[src/hw/rtl/mdq_pkg.sv]
// Shared constants and controller/datapath interface types for the mouse quadrature unit.
`default_nettype none

package mdq_pkg;

  // Field widths fixed by the interface.
  localparam int DELTA_W = 16;
  localparam int DELAY_W = 17;
  localparam int CFG_W   = 16;
  localparam int CFG_IDX_W = 2;

  // Register widths.
  localparam int BASE_W  = 16;
  localparam int SHIFT_W = 3;
  localparam int THR_W   = 4;

  // Register indexes.
  localparam logic [CFG_IDX_W-1:0] REG_BASE_PERIOD = 2'd0;
  localparam logic [CFG_IDX_W-1:0] REG_SCALE_SHIFT = 2'd1;
  localparam logic [CFG_IDX_W-1:0] REG_SMALL_THR   = 2'd2;

  // Register reset values.
  localparam logic [BASE_W-1:0]  BASE_PERIOD_RST = 16'd12000;
  localparam logic [SHIFT_W-1:0] SCALE_SHIFT_RST = 3'd3;
  localparam logic [THR_W-1:0]   SMALL_THR_RST   = 4'd2;

  // Default step limit per axis.
  localparam int MAX_STEP_COUNT_DEF = 15;

  // Percent accumulator: increment never exceeds PCT, the sum stays below 2*PCT.
  localparam int PCT   = 100;
  localparam int PCT_W = 7;
  localparam int ACC_W = 8;

  // Pins raised first.
  localparam logic [1:0] PIN_UP    = 2'd0;
  localparam logic [1:0] PIN_DOWN  = 2'd1;
  localparam logic [1:0] PIN_LEFT  = 2'd2;
  localparam logic [1:0] PIN_RIGHT = 2'd3;

  // Divider operand selection.
  localparam logic DIV_SEL_DELAY = 1'b0;
  localparam logic DIV_SEL_INC   = 1'b1;

  // Commands from the controller to the datapath.
  typedef struct packed {
    logic load;
    logic div_start;
    logic div_sel;
    logic lat_delay;
    logic lat_inc;
    logic emit_major;
    logic emit_minor;
  } mdq_cmd_t;

  // Status from the datapath to the controller.
  typedef struct packed {
    logic zero;
    logic div_done;
    logic minor_due;
    logic last_step;
    logic steps_zero;
  } mdq_status_t;

endpackage

`default_nettype wire

[src/hw/rtl/mouse_delta_to_quadrature_steps_unit.sv]
// Top level of the mouse delta to quadrature move unit.
//
// An item (delta_x, delta_y) is taken at a rising edge with start high and
// busy low. The block turns it into a run of quadrature moves, each shown on
// axis, negative, lead_pin, phase_delay_us and last for exactly one cycle
// with strobe high; last marks the final move of the item. A zero delta pair
// gives no result and frees the block by going from the check state to idle.
// Sequence: a check of the counts, then two passes through the shared
// bit-serial divider (phase delay, then percent increment), then one move per
// cycle. An item gives at most 2*MAX_STEP_COUNT moves. Busy falls as the last
// result goes out, so the next item may follow at once. Configuration is
// written through cfg_we, cfg_index and cfg_data; the user must write it only
// while busy is low, as the block itself does not enforce this. An unused
// index is ignored. Reset (rst, synchronous) returns the controller to idle,
// clears strobe and loads the register reset values. Results cannot be held
// off by the receiver.
`default_nettype none

module mouse_delta_to_quadrature_steps_unit #(
  parameter int MAX_STEP_COUNT = mdq_pkg::MAX_STEP_COUNT_DEF
) (
  input  wire logic                                 clk,
  input  wire logic                                 rst,
  input  wire logic                                 start,
  output logic                                      busy,
  input  wire logic signed [mdq_pkg::DELTA_W-1:0]   delta_x,
  input  wire logic signed [mdq_pkg::DELTA_W-1:0]   delta_y,
  input  wire logic                                 cfg_we,
  input  wire logic [mdq_pkg::CFG_IDX_W-1:0]        cfg_index,
  input  wire logic [mdq_pkg::CFG_W-1:0]            cfg_data,
  output logic                                      strobe,
  output logic                                      axis,
  output logic                                      negative,
  output logic [1:0]                                lead_pin,
  output logic [mdq_pkg::DELAY_W-1:0]               phase_delay_us,
  output logic                                      last
);

  mdq_pkg::mdq_cmd_t    cmd;
  mdq_pkg::mdq_status_t status;

  mdq_ctrl u_ctrl (
    .clk    (clk),
    .rst    (rst),
    .start  (start),
    .status (status),
    .cmd    (cmd),
    .busy   (busy)
  );

  mdq_datapath #(
    .MAX_STEP_COUNT (MAX_STEP_COUNT)
  ) u_dp (
    .clk            (clk),
    .rst            (rst),
    .cmd            (cmd),
    .status         (status),
    .cfg_we         (cfg_we),
    .cfg_index      (cfg_index),
    .cfg_data       (cfg_data),
    .delta_x        (delta_x),
    .delta_y        (delta_y),
    .strobe         (strobe),
    .axis           (axis),
    .negative       (negative),
    .lead_pin       (lead_pin),
    .phase_delay_us (phase_delay_us),
    .last           (last)
  );

  // A result only follows a cycle in which the block was at work.
  assert property (@(posedge clk) disable iff (rst) strobe |-> $past(busy))
    else $error("result strobe without a preceding busy cycle");

  // Taking an item always makes the block busy in the next cycle.
  assert property (@(posedge clk) disable iff (rst) (start && !busy) |=> busy)
    else $error("item taken but block not busy afterwards");

  // All moves of one item carry the same phase delay.
  assert property (@(posedge clk) disable iff (rst)
                   (strobe && $past(strobe) && !$past(last)) |-> $stable(phase_delay_us))
    else $error("phase delay changed within one item");

endmodule

`default_nettype wire

[src/hw/rtl/mdq_divider.sv]
// Restoring divider that produces one quotient bit per cycle.
`default_nettype none

module mdq_divider #(
  parameter int DVD_W = 16,
  parameter int DVS_W = 6
) (
  input  wire logic             clk,
  input  wire logic             rst,
  input  wire logic             start,
  input  wire logic [DVD_W-1:0] dividend,
  input  wire logic [DVS_W-1:0] divisor,
  output logic                  done,
  output logic [DVD_W-1:0]      quotient
);

  localparam int CNT_W = $clog2(DVD_W + 1);

  logic [DVS_W-1:0] rem;
  logic [DVS_W-1:0] dvs;
  logic [DVD_W-1:0] quo;
  logic [CNT_W-1:0] cnt;
  logic             running;
  logic [DVS_W:0]   trial;
  logic             fits;

  // Shift the next dividend bit into the partial remainder and try a subtract.
  always_comb begin
    trial = {rem, quo[DVD_W-1]};
    fits  = (trial >= {1'b0, dvs});
  end

  // Control of the iteration.
  always_ff @(posedge clk) begin
    if (rst) begin
      running <= 1'b0;
      done    <= 1'b0;
      cnt     <= '0;
    end else if (start) begin
      running <= 1'b1;
      done    <= 1'b0;
      cnt     <= CNT_W'(DVD_W);
    end else if (running) begin
      cnt <= cnt - 1'b1;
      if (cnt == CNT_W'(1)) begin
        running <= 1'b0;
        done    <= 1'b1;
      end
    end else begin
      done <= 1'b0;
    end
  end

  // Remainder and quotient registers.
  always_ff @(posedge clk) begin
    if (start) begin
      rem <= '0;
      dvs <= divisor;
      quo <= dividend;
    end else if (running) begin
      if (fits) begin
        rem <= DVS_W'(trial - {1'b0, dvs});
      end else begin
        rem <= trial[DVS_W-1:0];
      end
      quo <= {quo[DVD_W-2:0], fits};
    end
  end

  assign quotient = quo;

endmodule

`default_nettype wire

[src/hw/rtl/mdq_datapath.sv]
// Datapath: registers, step counts, shared divider, accumulator and result registers.
`default_nettype none

module mdq_datapath #(
  parameter int MAX_STEP_COUNT = mdq_pkg::MAX_STEP_COUNT_DEF
) (
  input  wire logic                            clk,
  input  wire logic                            rst,
  input  wire mdq_pkg::mdq_cmd_t               cmd,
  output mdq_pkg::mdq_status_t                 status,
  input  wire logic                            cfg_we,
  input  wire logic [mdq_pkg::CFG_IDX_W-1:0]   cfg_index,
  input  wire logic [mdq_pkg::CFG_W-1:0]       cfg_data,
  input  wire logic signed [mdq_pkg::DELTA_W-1:0] delta_x,
  input  wire logic signed [mdq_pkg::DELTA_W-1:0] delta_y,
  output logic                                 strobe,
  output logic                                 axis,
  output logic                                 negative,
  output logic [1:0]                           lead_pin,
  output logic [mdq_pkg::DELAY_W-1:0]          phase_delay_us,
  output logic                                 last
);

  localparam int CW    = $clog2(MAX_STEP_COUNT + 1);
  localparam int SW    = CW + 1;
  localparam int DW    = mdq_pkg::DELTA_W;
  localparam int DVD_W = mdq_pkg::BASE_W;

  logic [mdq_pkg::BASE_W-1:0]  base_period;
  logic [mdq_pkg::SHIFT_W-1:0] scale_shift;
  logic [mdq_pkg::THR_W-1:0]   small_thr;

  logic [DW-1:0] mag_x, mag_y;
  logic [CW-1:0] cnt_x_in, cnt_y_in;
  logic [CW-1:0] cx, cy;
  logic          nx, ny;

  logic          maj_ax, maj_neg, min_ax, min_neg;
  logic [CW-1:0] major, minor;

  logic [DVD_W-1:0] div_dividend;
  logic [SW-1:0]    div_divisor;
  logic             div_done;
  logic [DVD_W-1:0] div_quo;

  logic [mdq_pkg::DELAY_W-1:0] delay;
  logic [mdq_pkg::PCT_W-1:0]   inc;
  logic [mdq_pkg::ACC_W-1:0]   acc;
  logic [mdq_pkg::ACC_W-1:0]   acc_sum;
  logic [CW-1:0]               steps;
  logic                        minor_due;

  // Step count of one axis: scale large magnitudes, keep small ones, clamp to the limit.
  function automatic logic [CW-1:0] axis_count(input logic [DW-1:0] mag,
                                               input logic [mdq_pkg::SHIFT_W-1:0] sh,
                                               input logic [mdq_pkg::THR_W-1:0] thr);
    logic [DW-1:0] c;
    begin
      c = mag;
      if (mag > DW'(thr)) begin
        c = mag >> sh;
        if (c == '0) begin
          c = DW'(1);
        end
      end
      if (c > DW'(MAX_STEP_COUNT)) begin
        c = DW'(MAX_STEP_COUNT);
      end
      axis_count = c[CW-1:0];
    end
  endfunction

  // Pin raised first for a move on one axis.
  function automatic logic [1:0] lead_of(input logic ax, input logic neg);
    begin
      if (ax) begin
        lead_of = neg ? mdq_pkg::PIN_LEFT : mdq_pkg::PIN_RIGHT;
      end else begin
        lead_of = neg ? mdq_pkg::PIN_UP : mdq_pkg::PIN_DOWN;
      end
    end
  endfunction

  // Configuration registers; writes to an unused index are dropped.
  always_ff @(posedge clk) begin
    if (rst) begin
      base_period <= mdq_pkg::BASE_PERIOD_RST;
      scale_shift <= mdq_pkg::SCALE_SHIFT_RST;
      small_thr   <= mdq_pkg::SMALL_THR_RST;
    end else if (cfg_we) begin
      unique case (cfg_index)
        mdq_pkg::REG_BASE_PERIOD: base_period <= cfg_data[mdq_pkg::BASE_W-1:0];
        mdq_pkg::REG_SCALE_SHIFT: scale_shift <= cfg_data[mdq_pkg::SHIFT_W-1:0];
        mdq_pkg::REG_SMALL_THR:   small_thr   <= cfg_data[mdq_pkg::THR_W-1:0];
        default: ;
      endcase
    end
  end

  // Magnitudes of the incoming item; the most negative value gives 0x8000.
  always_comb begin
    mag_x    = delta_x[DW-1] ? DW'(-delta_x) : DW'(delta_x);
    mag_y    = delta_y[DW-1] ? DW'(-delta_y) : DW'(delta_y);
    cnt_x_in = (mag_x == '0) ? '0 : axis_count(mag_x, scale_shift, small_thr);
    cnt_y_in = (mag_y == '0) ? '0 : axis_count(mag_y, scale_shift, small_thr);
  end

  // Capture the counts and signs when an item is taken.
  always_ff @(posedge clk) begin
    if (cmd.load) begin
      cx <= cnt_x_in;
      cy <= cnt_y_in;
      nx <= delta_x[DW-1];
      ny <= delta_y[DW-1];
    end
  end

  // The larger count drives the loop; y drives on a tie.
  always_comb begin
    if (cx > cy) begin
      major   = cx;
      minor   = cy;
      maj_ax  = 1'b0;
      maj_neg = nx;
      min_ax  = 1'b1;
      min_neg = ny;
    end else begin
      major   = cy;
      minor   = cx;
      maj_ax  = 1'b1;
      maj_neg = ny;
      min_ax  = 1'b0;
      min_neg = nx;
    end
  end

  // Divider operands: base period over the count sum, or minor percent over major.
  always_comb begin
    if (cmd.div_sel == mdq_pkg::DIV_SEL_INC) begin
      div_dividend = DVD_W'(DVD_W'(minor) * DVD_W'(mdq_pkg::PCT));
      div_divisor  = SW'(major);
    end else begin
      div_dividend = base_period;
      div_divisor  = SW'(cx) + SW'(cy);
    end
  end

  mdq_divider #(
    .DVD_W (DVD_W),
    .DVS_W (SW)
  ) u_div (
    .clk      (clk),
    .rst      (rst),
    .start    (cmd.div_start),
    .dividend (div_dividend),
    .divisor  (div_divisor),
    .done     (div_done),
    .quotient (div_quo)
  );

  // Accumulator step for the current major move.
  always_comb begin
    acc_sum   = acc + mdq_pkg::ACC_W'(inc);
    minor_due = (acc_sum >= mdq_pkg::ACC_W'(mdq_pkg::PCT));
  end

  // Delay, increment, accumulator and remaining step count.
  always_ff @(posedge clk) begin
    if (cmd.lat_delay) begin
      delay <= mdq_pkg::DELAY_W'(div_quo) + mdq_pkg::DELAY_W'(1);
    end
    if (cmd.lat_inc) begin
      inc   <= div_quo[mdq_pkg::PCT_W-1:0];
      acc   <= '0;
      steps <= major;
    end else if (cmd.emit_major) begin
      acc   <= minor_due ? mdq_pkg::ACC_W'(acc_sum - mdq_pkg::ACC_W'(mdq_pkg::PCT)) : acc_sum;
      steps <= steps - 1'b1;
    end
  end

  // Result strobe.
  always_ff @(posedge clk) begin
    if (rst) begin
      strobe <= 1'b0;
    end else begin
      strobe <= cmd.emit_major | cmd.emit_minor;
    end
  end

  // Result payload registers.
  always_ff @(posedge clk) begin
    if (cmd.emit_major) begin
      axis           <= maj_ax;
      negative       <= maj_neg;
      lead_pin       <= lead_of(maj_ax, maj_neg);
      phase_delay_us <= delay;
      last           <= (steps == CW'(1)) && !minor_due;
    end else if (cmd.emit_minor) begin
      axis           <= min_ax;
      negative       <= min_neg;
      lead_pin       <= lead_of(min_ax, min_neg);
      phase_delay_us <= delay;
      last           <= (steps == '0);
    end
  end

  // Status towards the controller.
  always_comb begin
    status.zero       = (cx == '0) && (cy == '0);
    status.div_done   = div_done;
    status.minor_due  = minor_due;
    status.last_step  = (steps == CW'(1));
    status.steps_zero = (steps == '0);
  end

endmodule

`default_nettype wire

[src/hw/rtl/mdq_ctrl.sv]
// Controller state machine that sequences the divisions and the emitted moves.
`default_nettype none

module mdq_ctrl (
  input  wire logic                 clk,
  input  wire logic                 rst,
  input  wire logic                 start,
  input  wire mdq_pkg::mdq_status_t status,
  output mdq_pkg::mdq_cmd_t         cmd,
  output logic                      busy
);

  localparam logic [2:0] S_IDLE  = 3'd0;
  localparam logic [2:0] S_CHECK = 3'd1;
  localparam logic [2:0] S_DLY   = 3'd2;
  localparam logic [2:0] S_INC   = 3'd3;
  localparam logic [2:0] S_MAJOR = 3'd4;
  localparam logic [2:0] S_MINOR = 3'd5;

  logic [2:0] state;
  logic [2:0] state_next;

  // Next state and commands.
  always_comb begin
    state_next = state;
    cmd        = '0;
    unique case (state)
      S_IDLE: begin
        if (start) begin
          cmd.load   = 1'b1;
          state_next = S_CHECK;
        end
      end
      S_CHECK: begin
        if (status.zero) begin
          state_next = S_IDLE;
        end else begin
          cmd.div_start = 1'b1;
          cmd.div_sel   = mdq_pkg::DIV_SEL_DELAY;
          state_next    = S_DLY;
        end
      end
      S_DLY: begin
        if (status.div_done) begin
          cmd.lat_delay = 1'b1;
          cmd.div_start = 1'b1;
          cmd.div_sel   = mdq_pkg::DIV_SEL_INC;
          state_next    = S_INC;
        end
      end
      S_INC: begin
        cmd.div_sel = mdq_pkg::DIV_SEL_INC;
        if (status.div_done) begin
          cmd.lat_inc = 1'b1;
          state_next  = S_MAJOR;
        end
      end
      S_MAJOR: begin
        cmd.emit_major = 1'b1;
        if (status.minor_due) begin
          state_next = S_MINOR;
        end else if (status.last_step) begin
          state_next = S_IDLE;
        end else begin
          state_next = S_MAJOR;
        end
      end
      S_MINOR: begin
        cmd.emit_minor = 1'b1;
        state_next     = status.steps_zero ? S_IDLE : S_MAJOR;
      end
      default: begin
        state_next = S_IDLE;
      end
    endcase
  end

  // State register.
  always_ff @(posedge clk) begin
    if (rst) begin
      state <= S_IDLE;
    end else begin
      state <= state_next;
    end
  end

  assign busy = (state != S_IDLE);

endmodule

`default_nettype wire
[config.mk]
export PLATFORM = sky130hd
export DESIGN_NAME = mouse_delta_to_quadrature_steps_unit
export DESIGN_NICKNAME = d
export VERILOG_FILES = /design/src/hw/rtl/mdq_pkg.sv /design/src/hw/rtl/mouse_delta_to_quadrature_steps_unit.sv /design/src/hw/rtl/mdq_divider.sv /design/src/hw/rtl/mdq_datapath.sv /design/src/hw/rtl/mdq_ctrl.sv
export SDC_FILE = /design/constraint.sdc
export NUM_CORES = 1
export LEC_CHECK = 0
export ABC_CLOCK_PERIOD_IN_PS = 6500
export BUFFER_PORTS_ARGS = -buffer_cell sky130_fd_sc_hd__clkbuf_2
export CAP_MARGIN = 10
export CORE_ASPECT_RATIO = 2
export CORE_MARGIN = 3
export CORE_UTILIZATION = 35
export DETAILED_ROUTE_END_ITERATION = 10
export GPL_TIMING_DRIVEN = 0
export SLEW_MARGIN = 25
export SYNTH_ARGS = -nofsm -noshare
export SYNTH_HDL_FRONTEND = slang
export SYNTH_SLANG_ARGS = --single-unit
[constraint.sdc]
create_clock -name clk -period 6.5 [get_ports clk]
set_input_delay 1.3 -clock clk [delete_from_list [all_inputs] [get_ports clk]]
set_output_delay 1.3 -clock clk [all_outputs]
set_load 0.02 [all_outputs]
==> flow_summary.toml <==
[cells_and_area]
finalNetCount = 1069
final_cells = 1256
drive_gt1_share_pct = 13.9
final_common_cell = "nand2_1"
fin_area_sq_um = 9380
nFillCells = 2300
area_growth_pct = 16.2
layout_common_cells = "99 x nand2_1, 80 x edfxtp_1, 73 x clkbuf_2"
diodes = 0

[placed_design]
port_buffers = 72
dpl_cell_area_sq_um = 8790
dp_hpwl_mm = 16.6
dp_cells = 1224
place.gp.congestion = 0.894

[pwr]
powerDensity_nw_per_um2 = 281
p_leak_nw = 3.76
vdd_drop_max_uv = 202

[clock_network]
clk_latency_ns = 0.42
cts_sinks = 127
h-tree-depth = 4
cts_root_buf = "clkbuf_16"
post-cts-setup-buffers = 0
cts_tree = "done"
cts_max_path_buffers = 2
clk_pin_slew_ns = 0.05
cts_hold_buf = 0
cts_buffers = 17
cts-resized-gates = 0

[critical_path]
r2r_start = "u_dp.cy[1]$_SDFFCE_PN0P_"
rr_worst_depth = 16
start_kind = "input pin"
crit_arrival_ns = 4.64
end_kind = "register"
required_ns = 6.66
ff2ff_setup_slack_ns = 2.16
worstSetupEndpoint = "u_dp.cy[3]$_SDFFCE_PN0P_"
setup.worst_path.start = "delta_y[0]"
crit_type = "in2reg"
crit_path_max_fanout = 10
r2r_end = "u_dp.u_div.quotient[10]$_DFFE_PP_"

[outcome]
status = "completed"

[detailed_routing]
ant_nets = 0
via_per_inst = 5.34
drt_first_pass_iters = 4
routed_wl_mm = 20.6
vias = 6706
drt-initial-drc-count = 264
drcViolationCount = 0
post_drt_wl_per_cell_um = 16.4

[timing]
report.final.slew_viol_count = 0
fmax_mhz = 223
setup_tns_ns = 0
fin_hold_ws_ns = 0.417
slew_headroom_pct = 34.9
tightestPinTransition_ns = 0.970
fin_crit_sh_pct = 68.9
hold_viol_final = 0
min_period_ns = 4.48
setup_viol = 0
rsz0062_at_grt = "no"
skew_ns = 0.0116

[global_routing]
grt_overflow = 0
grt_pass1_wl_mm = 33.1
antenna_found_initial = 0
grt_start_max_net_pins = 22
grt_pass1_vias = 6661
grtUsageTotal_pct = 16.7

[floorplan]
die_h_um = 221
start_util_pct = 35.5
fp.dieArea_sq_um = 25000
core-area_sq_um = 22700
rows = 78
num_io_pins = 78
fp.dieW_um = 113

[yosys]
synth_fp_nets = 978
yosysTopAreaCellShare_pct = 29.7
synth_area_sq_um = 8080
synth_area_per_cell_sq_um = 9.26
yosysSeqAreaShare_pct = 41.4
synth_edf_count = 80
syn_inst = 872
synth_cell_type_count = 75
ys_ff_latch = 127
ys.flop_type = "edfxtp_1"
synth_area_leaders = "edfxtp_1 30%, dfxtp_1 12%, ha_1 7.4%"
yosysTopAreaCell = "edfxtp_1"
async_flop_share_pct = 0
yosysWarningCount = 0

[job]
maxCapViolations = 0

[hold_path]
holdCritPathClass = "reg2reg"
## logic make-up after synthesis
| logic type | after synthesis | share of synthesized area [%] |
|---|---|---|
| adders and majority gates | 52 | 8.43 |
| buffers and inverters | 97 | 4.68 |
| and+or+nand+nor | 323 | 19.9 |
| DFF | 127 | 41.4 |
| muxes | 36 | 5.00 |
| xor gates and xnor gates | 47 | 5.19 |
| AOI/OAI and AO/OA | 190 | 15.4 |
## cell usage after synthesis (all sizes together) (15+ instances only)
cell type,n
nand3,27
o21ai,56
ha,48
clkbuf,32
nor2b,15
xor2,23
inv,55
nor2,64
xnor2,24
dfxtp,47
a21oi,53
edfxtp,80
nor3,30
mux2i,25
nand2,99
## per-stage QoR
step | power, mW | setup WS, ns | util, %
after floorplan | 1.51 | 2.39 | -
after global placement | 1.69 | 1.44 | 38.6
after detailed placement | 1.70 | 1.71 | 38.6
after CTS | 2.67 | 2.14 | 41.3
after global routing | 2.80 | 1.81 | 41.3
final | 2.64 | 2.02 | 41.3
## per-layer routing
layer | routed length [um] | share of wire [%] | vias up | GRT usage (%)
met5 | 0 | 0 | - | 0
met4 | 1150 | 5.6 | 0 | 10.2
met3 | 572 | 2.8 | 56 | 2.65
met2 | 11800 | 57 | 163 | 33.0
met1 | 7070 | 34 | 3136 | 15.2
li1 | - | - | 3351 | -
## report_power, final
group	leakage (nW)	internal [mW]	total, mW	switching [mW]
combinational	2.39	0.267	0.670	0.402
clock	0.281	0.603	0.953	0.350
sequential	1.09	0.948	1.02	0.0693
## layout make-up
| type | instances | area [sq um] | share of cell area (%) |
|---|---|---|---|
| repair buffers | 72 | 360 | 3.84 |
| multi-input cells | 648 | 4360 | 46.4 |
| plain buffers | 41 | 168 | 1.79 |
| inverters | 56 | 210 | 2.24 |
| clock buffers | 19 | 433 | 4.61 |
| clock inverters | 13 | 161 | 1.72 |
| well taps | 280 | 350 | 3.73 |
| flip-flops and latches | 127 | 3340 | 35.6 |
## sequential cells by signal, summed over array words and instances (netlist names), 2 cells and up
name                 cells
u_dp.base_period        16
u_dp.delay              17
u_dp.u_div.rem           5
u_dp.scale_shift         3
u_dp.steps               4
u_dp.u_div.quotient     16
u_ctrl.state             3
u_dp.small_thr           4
u_dp.phase_delay_us     17
u_dp.u_div.cnt           5
u_dp.lead_pin            2
u_dp.u_div.dvs           5
u_dp.inc                 7
u_dp.cx                  4
u_dp.acc                 8
u_dp.cy                  4
## worst min path at each step
stage / end / depth (start not counted) / slack (ns) / startpoint
floorplan: u_dp.phase_delay_us[0]$_DFFE_PP_ / 0 / 0.40 / u_dp.delay[0]$_DFFE_PP_
global placement: u_dp.phase_delay_us[13]$_DFFE_PP_ / 0 / 0.40 / u_dp.delay[13]$_DFFE_PP_
detailed placement: u_dp.phase_delay_us[13]$_DFFE_PP_ / 0 / 0.40 / u_dp.delay[13]$_DFFE_PP_
CTS: u_dp.phase_delay_us[15]$_DFFE_PP_ / 0 / 0.42 / u_dp.delay[15]$_DFFE_PP_
global route: u_dp.phase_delay_us[15]$_DFFE_PP_ / 0 / 0.42 / u_dp.delay[15]$_DFFE_PP_
finish: u_dp.phase_delay_us[8]$_DFFE_PP_ / 0 / 0.42 / u_dp.delay[8]$_DFFE_PP_
## worst max-delay path, stage by stage
cell,delay [ns]
clkbuf_1,0.24
inv_1,0.24
ha_1,0.34
or3b_2,0.46
buf_2,0.20
a2111oi_1,0.83
a211oi_1,0.12
a311o_1,0.38
o221a_2,0.14
nor2b_1,0.13
a211o_1,0.27
Note: power is estimated with default switching activity, not from simulation.
